--- config.mk ---
export PLATFORM = sky130hd
export DESIGN_NAME = key_matrix_emulator
export DESIGN_NICKNAME = d
export VERILOG_FILES = /design/src/hdl/kme_pkg.sv /design/src/hdl/kme_front.sv /design/src/hdl/kme_queue.sv /design/src/hdl/kme_back.sv /design/src/hdl/key_matrix_emulator.sv
export SDC_FILE = /design/constraint.sdc
export NUM_CORES = 1
export LEC_CHECK = 0
export CAP_MARGIN = 20
export CORE_MARGIN = 8
export CORE_UTILIZATION = 30
export CTS_CLUSTER_SIZE = 28
export DETAILED_ROUTE_END_ITERATION = 12
export DONT_BUFFER_PORTS = 1
export SLEW_MARGIN = 5
export SYNTH_ARGS = -nofsm -noshare
export SYNTH_HDL_FRONTEND = slang
export SYNTH_SLANG_ARGS = --single-unit
--- constraint.sdc ---
create_clock -name clk -period 11.9 [get_ports clk]
set_input_delay 2.38 -clock clk [delete_from_list [all_inputs] [get_ports clk]]
set_output_delay 2.38 -clock clk [all_outputs]
set_load 0.05 [all_outputs]
--- src/hdl/kme_pkg.sv ---
`timescale 1ns / 1ps
// ----------------------------------------------------------------------------
// kme_pkg - shared types, constants and key map for the key matrix emulator
// Item structs, command format between front and back, and the key map ROM.
// ----------------------------------------------------------------------------
package kme_pkg;

  localparam int COLUMNS_DEF = 16;
  localparam int ROWS        = 8;
  localparam int COL_W       = 4;
  localparam int ROW_W       = 3;
  localparam int QUEUE_DEPTH = 2;

  localparam logic [7:0] CODE_BREAK  = 8'd100;
  localparam logic [7:0] CODE_LSHIFT = 8'd42;
  localparam logic [7:0] CODE_RSHIFT = 8'd54;

  localparam logic ACTION_EVENT = 1'b0;
  localparam logic ACTION_SCAN  = 1'b1;

  typedef struct packed {
    logic             action;
    logic [7:0]       key_code;
    logic             key_pressed;
    logic [COL_W-1:0] scan_column;
    logic [ROW_W-1:0] scan_row;
  } kme_in_t;

  typedef struct packed {
    logic column_active;
    logic cell_held;
    logic any_key_active;
    logic break_asserted;
    logic shift_held;
  } kme_out_t;

  typedef enum logic [1:0] {
    OP_NONE,
    OP_PRESS,
    OP_RELEASE,
    OP_CLEAR
  } kme_op_t;

  typedef enum logic [1:0] {
    FORCE_KEEP,
    FORCE_OFF,
    FORCE_ON
  } kme_force_t;

  // one classified item, front to back
  typedef struct packed {
    kme_op_t          op;
    kme_force_t       force_shift;
    logic [COL_W-1:0] col;
    logic [ROW_W-1:0] row;
    logic [COL_W-1:0] scan_col;
    logic [ROW_W-1:0] scan_row;
    logic             brk;
    logic             shift;
  } kme_cmd_t;

  // queue head as seen by the back end
  typedef struct packed {
    logic     valid;
    kme_cmd_t cmd;
  } kme_head_t;

  typedef struct packed {
    logic             hit;
    logic [COL_W-1:0] col;
    logic [ROW_W-1:0] row;
    kme_force_t       force_shift;
  } kme_remap_t;

  // column in bits 7:4, row in bits 3:0
  function automatic logic [7:0] keymap_rom(input logic [6:0] addr);
    logic [7:0] e;
    case (addr)
      7'd1:    e = 8'h07;
      7'd2:    e = 8'h03;
      7'd3:    e = 8'h13;
      7'd4:    e = 8'h11;
      7'd5:    e = 8'h21;
      7'd6:    e = 8'h31;
      7'd7:    e = 8'h43;
      7'd8:    e = 8'h42;
      7'd9:    e = 8'h51;
      7'd10:   e = 8'h62;
      7'd11:   e = 8'h72;
      7'd12:   e = 8'h71;
      7'd14:   e = 8'h95;
      7'd15:   e = 8'h06;
      7'd16:   e = 8'h01;
      7'd17:   e = 8'h12;
      7'd18:   e = 8'h22;
      7'd19:   e = 8'h33;
      7'd20:   e = 8'h32;
      7'd21:   e = 8'h44;
      7'd22:   e = 8'h53;
      7'd23:   e = 8'h52;
      7'd24:   e = 8'h63;
      7'd25:   e = 8'h73;
      7'd26:   e = 8'h83;
      7'd27:   e = 8'h85;
      7'd28:   e = 8'h94;
      7'd29:   e = 8'h10;
      7'd30:   e = 8'h14;
      7'd31:   e = 8'h15;
      7'd32:   e = 8'h23;
      7'd33:   e = 8'h34;
      7'd34:   e = 8'h35;
      7'd35:   e = 8'h45;
      7'd36:   e = 8'h54;
      7'd37:   e = 8'h64;
      7'd38:   e = 8'h65;
      7'd39:   e = 8'h75;
      7'd43:   e = 8'h87;
      7'd44:   e = 8'h16;
      7'd45:   e = 8'h24;
      7'd46:   e = 8'h25;
      7'd47:   e = 8'h36;
      7'd48:   e = 8'h46;
      7'd49:   e = 8'h55;
      7'd50:   e = 8'h56;
      7'd51:   e = 8'h66;
      7'd52:   e = 8'h76;
      7'd53:   e = 8'h86;
      7'd57:   e = 8'h26;
      7'd58:   e = 8'h04;
      7'd59:   e = 8'h17;
      7'd60:   e = 8'h27;
      7'd61:   e = 8'h37;
      7'd62:   e = 8'h41;
      7'd63:   e = 8'h47;
      7'd64:   e = 8'h57;
      7'd65:   e = 8'h61;
      7'd66:   e = 8'h67;
      7'd67:   e = 8'h77;
      7'd68:   e = 8'h02;
      7'd97:   e = 8'h96;
      7'd103:  e = 8'h93;
      7'd105:  e = 8'h91;
      7'd106:  e = 8'h97;
      7'd108:  e = 8'h92;
      7'd111:  e = 8'h95;
      default: e = 8'h00;
    endcase
    return e;
  endfunction

  // codes whose cell moves with the shift state, forcing the emulated shift cell
  function automatic kme_remap_t shift_remap(input logic [7:0] code, input logic shift);
    kme_remap_t r;
    r = '{hit: 1'b0, col: '0, row: '0, force_shift: FORCE_KEEP};
    if (shift) begin
      case (code)
        8'd3:    r = '{1'b1, 4'd7, 3'd4, FORCE_OFF};
        8'd7:    r = '{1'b1, 4'd8, 3'd1, FORCE_OFF};
        8'd41:   r = '{1'b1, 4'd8, 3'd1, FORCE_ON};
        8'd8:    r = '{1'b1, 4'd4, 3'd3, FORCE_ON};
        8'd9:    r = '{1'b1, 4'd8, 3'd4, FORCE_ON};
        8'd10:   r = '{1'b1, 4'd5, 3'd1, FORCE_ON};
        8'd11:   r = '{1'b1, 4'd6, 3'd2, FORCE_ON};
        8'd12:   r = '{1'b1, 4'd8, 3'd2, FORCE_OFF};
        8'd13:   r = '{1'b1, 4'd7, 3'd5, FORCE_ON};
        8'd39:   r = '{1'b1, 4'd8, 3'd4, FORCE_OFF};
        8'd40:   r = '{1'b1, 4'd1, 3'd3, FORCE_ON};
        default: r.hit = 1'b0;
      endcase
    end else if (code == 8'd13) begin
      r = '{1'b1, 4'd7, 3'd1, FORCE_ON};
    end
    return r;
  endfunction

endpackage

--- src/hdl/kme_front.sv ---
`timescale 1ns / 1ps
// ----------------------------------------------------------------------------
// kme_front - event classifier
// Tracks shift and break flags, maps key codes to matrix cells and pushes
// one command per accepted beat into the queue.
// ----------------------------------------------------------------------------
module kme_front #(
  parameter int COLUMNS = kme_pkg::COLUMNS_DEF
) (
  input  logic              clk,
  input  logic              rst_n,
  input  logic              in_valid,
  output logic              in_ready,
  input  kme_pkg::kme_in_t  in_data,
  input  logic              q_full,
  output logic              push,
  output kme_pkg::kme_cmd_t push_cmd
);

  logic lshift_r, lshift_nxt;
  logic rshift_r, rshift_nxt;
  logic brk_r, brk_nxt;

  logic [7:0]                entry;
  logic [kme_pkg::COL_W-1:0] rom_col;
  logic [kme_pkg::ROW_W-1:0] rom_row;
  logic                      shift;
  kme_pkg::kme_remap_t       remap;

  assign in_ready = !q_full;
  assign push     = in_valid && in_ready;

  always_comb begin
    lshift_nxt = lshift_r;
    rshift_nxt = rshift_r;
    brk_nxt    = brk_r;
    if (in_data.action == kme_pkg::ACTION_EVENT) begin
      if (in_data.key_code == kme_pkg::CODE_BREAK) begin
        brk_nxt = in_data.key_pressed;
      end else begin
        if (in_data.key_code == kme_pkg::CODE_LSHIFT) lshift_nxt = in_data.key_pressed;
        if (in_data.key_code == kme_pkg::CODE_RSHIFT) rshift_nxt = in_data.key_pressed;
      end
    end
    shift = lshift_nxt | rshift_nxt;

    // codes above the rom read as an empty entry
    entry   = in_data.key_code[7] ? 8'h00 : kme_pkg::keymap_rom(in_data.key_code[6:0]);
    rom_col = entry[7:4];
    rom_row = entry[2:0];
    if ({1'b0, rom_col} >= 5'(COLUMNS)) rom_col = '0;
    if (entry[3]) rom_row = '0;

    remap = kme_pkg::shift_remap(in_data.key_code, shift);

    push_cmd.scan_col    = in_data.scan_column;
    push_cmd.scan_row    = in_data.scan_row;
    push_cmd.brk         = brk_nxt;
    push_cmd.shift       = shift;
    push_cmd.col         = rom_col;
    push_cmd.row         = rom_row;
    push_cmd.force_shift = kme_pkg::FORCE_KEEP;
    if (remap.hit) begin
      push_cmd.col         = ({1'b0, remap.col} >= 5'(COLUMNS)) ? '0 : remap.col;
      push_cmd.row         = remap.row;
      push_cmd.force_shift = remap.force_shift;
    end

    if (in_data.action != kme_pkg::ACTION_EVENT ||
        in_data.key_code == kme_pkg::CODE_BREAK) begin
      push_cmd.op = kme_pkg::OP_NONE;
    end else if (in_data.key_pressed) begin
      push_cmd.op = kme_pkg::OP_PRESS;
    end else if (in_data.key_code == kme_pkg::CODE_LSHIFT ||
                 in_data.key_code == kme_pkg::CODE_RSHIFT) begin
      // shift release wipes the whole matrix
      push_cmd.op = kme_pkg::OP_CLEAR;
    end else begin
      push_cmd.op = kme_pkg::OP_RELEASE;
    end
  end

  always_ff @(posedge clk) begin
    if (!rst_n) begin
      lshift_r <= 1'b0;
      rshift_r <= 1'b0;
      brk_r    <= 1'b0;
    end else if (push) begin
      lshift_r <= lshift_nxt;
      rshift_r <= rshift_nxt;
      brk_r    <= brk_nxt;
    end
  end

endmodule

--- src/hdl/kme_queue.sv ---
`timescale 1ns / 1ps
// ----------------------------------------------------------------------------
// kme_queue - command queue
// Two-entry fifo between the classifier and the matrix back end.
// ----------------------------------------------------------------------------
module kme_queue (
  input  logic               clk,
  input  logic               rst_n,
  input  logic               push,
  input  kme_pkg::kme_cmd_t  push_cmd,
  output logic               full,
  input  logic               pop,
  output kme_pkg::kme_head_t head
);

  localparam int CNT_W = $clog2(kme_pkg::QUEUE_DEPTH + 1);
  localparam int PTR_W = $clog2(kme_pkg::QUEUE_DEPTH);

  kme_pkg::kme_cmd_t mem_r [kme_pkg::QUEUE_DEPTH];
  logic [PTR_W-1:0]  wr_ptr_r, wr_ptr_nxt;
  logic [PTR_W-1:0]  rd_ptr_r, rd_ptr_nxt;
  logic [CNT_W-1:0]  count_r, count_nxt;

  assign full       = (count_r == CNT_W'(kme_pkg::QUEUE_DEPTH));
  assign head.valid = (count_r != '0);
  assign head.cmd   = mem_r[rd_ptr_r];

  always_comb begin
    wr_ptr_nxt = wr_ptr_r;
    rd_ptr_nxt = rd_ptr_r;
    count_nxt  = count_r;
    if (push) begin
      wr_ptr_nxt = (wr_ptr_r == PTR_W'(kme_pkg::QUEUE_DEPTH - 1)) ? '0 : wr_ptr_r + 1'b1;
    end
    if (pop) begin
      rd_ptr_nxt = (rd_ptr_r == PTR_W'(kme_pkg::QUEUE_DEPTH - 1)) ? '0 : rd_ptr_r + 1'b1;
    end
    if (push && !pop) count_nxt = count_r + 1'b1;
    if (pop && !push) count_nxt = count_r - 1'b1;
  end

  always_ff @(posedge clk) begin
    if (!rst_n) begin
      wr_ptr_r <= '0;
      rd_ptr_r <= '0;
      count_r  <= '0;
    end else begin
      wr_ptr_r <= wr_ptr_nxt;
      rd_ptr_r <= rd_ptr_nxt;
      count_r  <= count_nxt;
    end
  end

  always_ff @(posedge clk) begin
    if (push) mem_r[wr_ptr_r] <= push_cmd;
  end

  a_fill_up: assert property (@(posedge clk) disable iff (!rst_n)
    (push && !pop) |=> (count_r == $past(count_r) + 1'b1))
    else $error("queue count did not follow a push");

  a_drain: assert property (@(posedge clk) disable iff (!rst_n)
    (pop && !push) |=> (count_r == $past(count_r) - 1'b1))
    else $error("queue count did not follow a pop");

endmodule

--- src/hdl/kme_back.sv ---
`timescale 1ns / 1ps
// ----------------------------------------------------------------------------
// kme_back - matrix back end
// Applies queued commands to the key cell array and registers the scan
// answer taken from the updated matrix.
// ----------------------------------------------------------------------------
module kme_back #(
  parameter int COLUMNS = kme_pkg::COLUMNS_DEF
) (
  input  logic               clk,
  input  logic               rst_n,
  input  kme_pkg::kme_head_t head,
  output logic               pop,
  output logic               out_valid,
  input  logic               out_ready,
  output kme_pkg::kme_out_t  out_data
);

  logic [kme_pkg::ROWS-1:0] cells_r   [COLUMNS];
  logic [kme_pkg::ROWS-1:0] cells_nxt [COLUMNS];
  logic [kme_pkg::ROWS-1:0] col_sel;
  logic                     any_key;
  logic                     col_act;

  logic              out_valid_r, out_valid_nxt;
  kme_pkg::kme_out_t out_data_r, out_data_nxt;

  assign pop       = head.valid && (!out_valid_r || out_ready);
  assign out_valid = out_valid_r;
  assign out_data  = out_data_r;

  always_comb begin
    col_sel = '0;
    any_key = 1'b0;
    for (int c = 0; c < COLUMNS; c++) begin
      cells_nxt[c] = cells_r[c];
      case (head.cmd.op)
        kme_pkg::OP_PRESS: begin
          // shift cell forcing comes first, the key's own cell wins
          if (c == 0 && head.cmd.force_shift == kme_pkg::FORCE_OFF) cells_nxt[c][0] = 1'b0;
          if (c == 0 && head.cmd.force_shift == kme_pkg::FORCE_ON)  cells_nxt[c][0] = 1'b1;
          if (kme_pkg::COL_W'(c) == head.cmd.col) cells_nxt[c][head.cmd.row] = 1'b1;
        end
        kme_pkg::OP_RELEASE: begin
          if (kme_pkg::COL_W'(c) == head.cmd.col) cells_nxt[c][head.cmd.row] = 1'b0;
        end
        kme_pkg::OP_CLEAR: begin
          cells_nxt[c] = '0;
        end
        default: begin
          cells_nxt[c] = cells_r[c];
        end
      endcase
      // columns past the matrix read as empty
      if (kme_pkg::COL_W'(c) == head.cmd.scan_col) col_sel = cells_nxt[c];
      any_key = any_key | (|cells_nxt[c]);
    end
    col_act = |col_sel;

    out_data_nxt.column_active  = col_act;
    out_data_nxt.cell_held      = col_act & col_sel[head.cmd.scan_row];
    out_data_nxt.any_key_active = any_key;
    out_data_nxt.break_asserted = head.cmd.brk;
    out_data_nxt.shift_held     = head.cmd.shift;

    out_valid_nxt = out_valid_r;
    if (pop)                 out_valid_nxt = 1'b1;
    else if (out_ready)      out_valid_nxt = 1'b0;
  end

  always_ff @(posedge clk) begin
    if (!rst_n) begin
      out_valid_r <= 1'b0;
      for (int c = 0; c < COLUMNS; c++) cells_r[c] <= '0;
    end else begin
      out_valid_r <= out_valid_nxt;
      if (pop) begin
        for (int c = 0; c < COLUMNS; c++) cells_r[c] <= cells_nxt[c];
      end
    end
  end

  always_ff @(posedge clk) begin
    if (pop) out_data_r <= out_data_nxt;
  end

  a_clear_empties: assert property (@(posedge clk) disable iff (!rst_n)
    (pop && head.cmd.op == kme_pkg::OP_CLEAR) |=> (out_valid_r && !out_data_r.any_key_active))
    else $error("shift release left keys in the matrix");

  a_press_holds: assert property (@(posedge clk) disable iff (!rst_n)
    (pop && head.cmd.op == kme_pkg::OP_PRESS) |=> (out_valid_r && out_data_r.any_key_active))
    else $error("key press left the matrix empty");

endmodule

--- src/hdl/key_matrix_emulator.sv ---
`timescale 1ns / 1ps
// ----------------------------------------------------------------------------
// key_matrix_emulator - retro keyboard matrix emulation
// Turns host key events into a 16x8 key matrix and answers scan queries.
// ----------------------------------------------------------------------------
// Every input beat is either a key event or a plain scan query, and each gives
// exactly one result beat, read at that beat's scan address from the matrix as
// it stands after the beat. The front end keeps the shift and break flags and
// maps the key code through the key map ROM; a two-entry queue hands commands
// to the back end, which updates the cell array and registers the answer. One
// item per cycle is sustained while the output is taken; a result is held
// first in its queue entry and then in the back end's output register, which
// captures the answer read from the updated cell array. Reset clears the
// matrix at once; no clearing pass is needed.
module key_matrix_emulator #(
  parameter int COLUMNS = kme_pkg::COLUMNS_DEF
) (
  input  logic              clk,
  input  logic              rst_n,
  input  logic              in_valid,
  output logic              in_ready,
  input  kme_pkg::kme_in_t  in_data,
  output logic              out_valid,
  input  logic              out_ready,
  output kme_pkg::kme_out_t out_data
);

  logic               q_full;
  logic               push;
  logic               pop;
  kme_pkg::kme_cmd_t  push_cmd;
  kme_pkg::kme_head_t head;

  kme_front #(.COLUMNS(COLUMNS)) u_front (
    .clk      (clk),
    .rst_n    (rst_n),
    .in_valid (in_valid),
    .in_ready (in_ready),
    .in_data  (in_data),
    .q_full   (q_full),
    .push     (push),
    .push_cmd (push_cmd)
  );

  kme_queue u_queue (
    .clk      (clk),
    .rst_n    (rst_n),
    .push     (push),
    .push_cmd (push_cmd),
    .full     (q_full),
    .pop      (pop),
    .head     (head)
  );

  kme_back #(.COLUMNS(COLUMNS)) u_back (
    .clk       (clk),
    .rst_n     (rst_n),
    .head      (head),
    .pop       (pop),
    .out_valid (out_valid),
    .out_ready (out_ready),
    .out_data  (out_data)
  );

endmodule

==> impl_results.md <==
* Vias after detailed routing at 12380
* Final period utilization at 0.4039
* Post-synth top area cell: edfxtp_1
* TNS Setup at 0 ns
* Clk_lat worst skew at 0.46 ns
* N_diodes at 0
* Top FF cell, synth: edfxtp_1
* # resized after CTS at 0
* Final Skew at 0.01518 ns
* Die H at 222.4 microns
* Core area at 42040 sq um
* Starting Density at 0.3040
* GRT busiest layer: met2
* Post-route ant nets at 0
* Port Buffers at 0
* Internal at 1.584 mW
* Number of remaining DRC errors at 0
* Initial antenna violation count at 0
* Setup Viol. Count Final at 0
* Final count of pins violating max slew at 0
* Clock Power Share at 0.200
* Synth cell count leaders: nand2_1, edfxtp_1, nor2_1
* Syn Inst Count at 1391
* Synth Area in Compound Gates at 0.2678
* Sw frac at 0.4501
* Post-Synth Simple-Gate Area at 0.2370
* Post-synth cell types at 93
* CP arrival at 5.10 ns
* PwrDens at 208.3 nW/um^2
* Root buf cell: clkbuf_16
* Die Area at 49460 sq um
* XOR/XNOR Fraction of Synth Area at 0.002742
* Syn Area/Cell at 9.187 sq um
* # Max-Cap Violations at 0
* Part of the Yosys area used for sequential elements at 0.4206
* Share of cells above drive strength 1 at 0.1020
* Vias in the first global route at 11370
* Grt ovf at 0
* Largest family of logic cells by synthesized area: compound AO/OA/AOI/OAI gates
* CTS tree: yes
* Global-route wire length before repair at 75.71 mm
* Met1 usage in global routing at 0.2778
* EDFF count, synth at 173
* Synth top area share at 0.4065
* Total wire length at 51.46 mm
* Fmax at 208.1 MHz
* Met3 usage at 0.04939
* Vias per cell at 6.543
* Combinational share of power at 0.424
* Num ports at 28
* Tot Pwr at 2.881 mW
* Crit. End Element: flip-flop
* Largest net degree at the start of global routing at 75
* Leak pwr at 4.325 nW
* P&R area growth vs syn at 8.254%
* Adder-Cell Fraction of Synth Area at 0.007637
* Worst VDD drop at 216.0 uV
* Net Count, Synth at 1419
* Clk slew on worst S/H paths at 0.08 ns
* Fin. Hold Viols at 0
* Yosys warns at 0
* CTS HTree Levels at 4
* GR Layer Usage met2 at 0.2976
* Clock sink count at 182
* #FFs+latches synth at 182
* Switching pwr at 1.297 mW
* Setup crit start kind: flip-flop
* Die X at 222.4 microns
* Inserted Clock Buffers at 17
* Post-Synthesis Cell Area at 12780 sq um
* Detailed Routing Iterations Pass 1 at 7
* Worst Tran Pin Value at 1.299 ns
* Crit path time final at 4.806 ns
* Final nets at 1368
* RD Place Congestion at 1.028
* Clk buf depth at 2
* Per-cell routed wire length at 27.20 microns
* Unrepaired setup endpoints after global routing: no
* Post-CTS Setup Bufs at 0
* Row count at 75
* Initial drt markers at 1900
* Status: finished clean
* Worst Hold Class: reg2reg
* CP Max Fanout at 47
* # fillers at 4322
* Rel. slew slack at 0.1337
* Ranking of synthesized cells by area: edfxtp_1, a32oi_1, nand2_1
* Flop pwr share at 0.376
* Setup CP Type: reg2reg
* Post-DP HPWL at 36.25 mm
* Hold Buf Count CTS at 0
* Count leader, synth: nand2_1
* WP data required at 12.19 ns
* GRT Util Overall at 0.2000
* Post-synthesis mux area share at 0.01684
* Async set-reset flop share out of synthesis at 0
metal layers:
| layer | vias to the layer above | share of wire |
|---|---|---|
| met1 | 6024 | 0.41 |
| met3 | 121 | 0.12 |
| li1 | 5328 | - |
| met4 | 0 | 0.035 |
| met2 | 907 | 0.43 |
| met5 | - | 0 |
through the flow:
stage                     hold slack [ns]  std cells    util  cell area (sq um)  worst slack (ns)
after floorplan                    0.4882       1391       -              12780             3.176
after global placement             0.4966       1858  0.3145              13220             6.976
after detailed placement           0.5053       1858  0.3145              13220             6.874
after CTS                          0.5149       1890  0.3284              13810             7.338
after global routing               0.5677       1892  0.3290              13830             6.974
final                              0.5157       1892  0.3290              13830             7.094
critical path, stage by stage (launching register included):
cell and delay (ns):
dfxtp_2 0.82, mux2i_4 0.85, nand2_2 0.36, nor2_2 0.44
buf_4 0.32, a32oi_1 0.22, a22oi_1 0.47, nand3_1 0.14
o31ai_1 0.54, a221oi_2 0.11, o211ai_1 0.13, a21boi_1 0.21
path summary, 6_finish.rpt:
| path | start | endpoint | slack [ns] | cells past startpoint |
|---|---|---|---|---|
| worst max register to register | flip-flop | u_back.out_data[3]$_DFFE_PP_ | 7.09 | 11 |
| worst min-delay path | u_front.brk_r$_SDFFE_PN0P_ | u_front.brk_r$_SDFFE_PN0P_ | 0.52 | 2 |
| worst max-delay path | flip-flop | u_back.out_data[3]$_DFFE_PP_ | 7.09 | 11 |
| worst min register to register | u_front.brk_r$_SDFFE_PN0P_ | u_front.brk_r$_SDFFE_PN0P_ | 0.52 | 2 |
cells in the final DEF, fill, tap and decap left out, types with 9 or more instances in the layout:
cell	n
a32oi_1	83
nor3_1	19
nor2b_1	54
clkbuf_16	17
or3b_2	10
a211oi_1	12
a22o_1	11
and2_1	17
o21ai_0	65
nand3_1	27
edfxtp_1	173
o22ai_1	25
a31oi_1	18
nor3b_1	9
nand4_1	31
a21oi_1	83
nand3b_1	13
buf_4	36
nor4_1	13
nand2_1	180
nor2_1	148
o221ai_1	12
o211ai_1	10
a22oi_1	21
inv_1	17
nand2b_1	10
power by group through the flow:
stage          Combinational [mW]  Clock (mW)  Sequential, mW
2_1_floorplan               0.794           0            1.07
3_3_place_gp                 1.16           0            1.09
3_5_place_dp                 1.17           0            1.09
4_1_cts                      1.17       0.577            1.08
5_1_grt                      1.27       0.604            1.10
6_report                     1.22       0.576            1.08
state kept, by name (all words and copies together), names as in the netlist, named ones only:
name,cells
u_back.out_valid,1
u_queue.rd_ptr_r,1
u_front.rshift_r,1
u_front.lshift_r,1
u_back.out_data,5
u_queue.count_r,2
u_queue.wr_ptr_r,1
u_queue.mem_r,40
u_back.cells_r,128
u_front.brk_r,1
final cells by class:
type	count	area, sq um	share of cell area
inverter	19	71.32	0.005156
clock inverter	15	161.4	0.01167
sequential	182	5376	0.3887
multi-input combinational	1082	6828	0.4936
tap	539	674.4	0.04875
clock buffer	17	425.4	0.03075
timing repair buffer	38	296.5	0.02144
logic make-up (layout without fill, tap and decap cells):
group	Yosys count	count (layout)
AO/OA/AOI/OAI	457	457
XOR/XNOR	4	4
adder cells (fa/ha/maj)	8	8
buffers and inverters	127	89
AND/OR/NAND/NOR	595	595
flip-flops	182	182
multiplexers	18	18
Power figures use the tool's default switching activity.
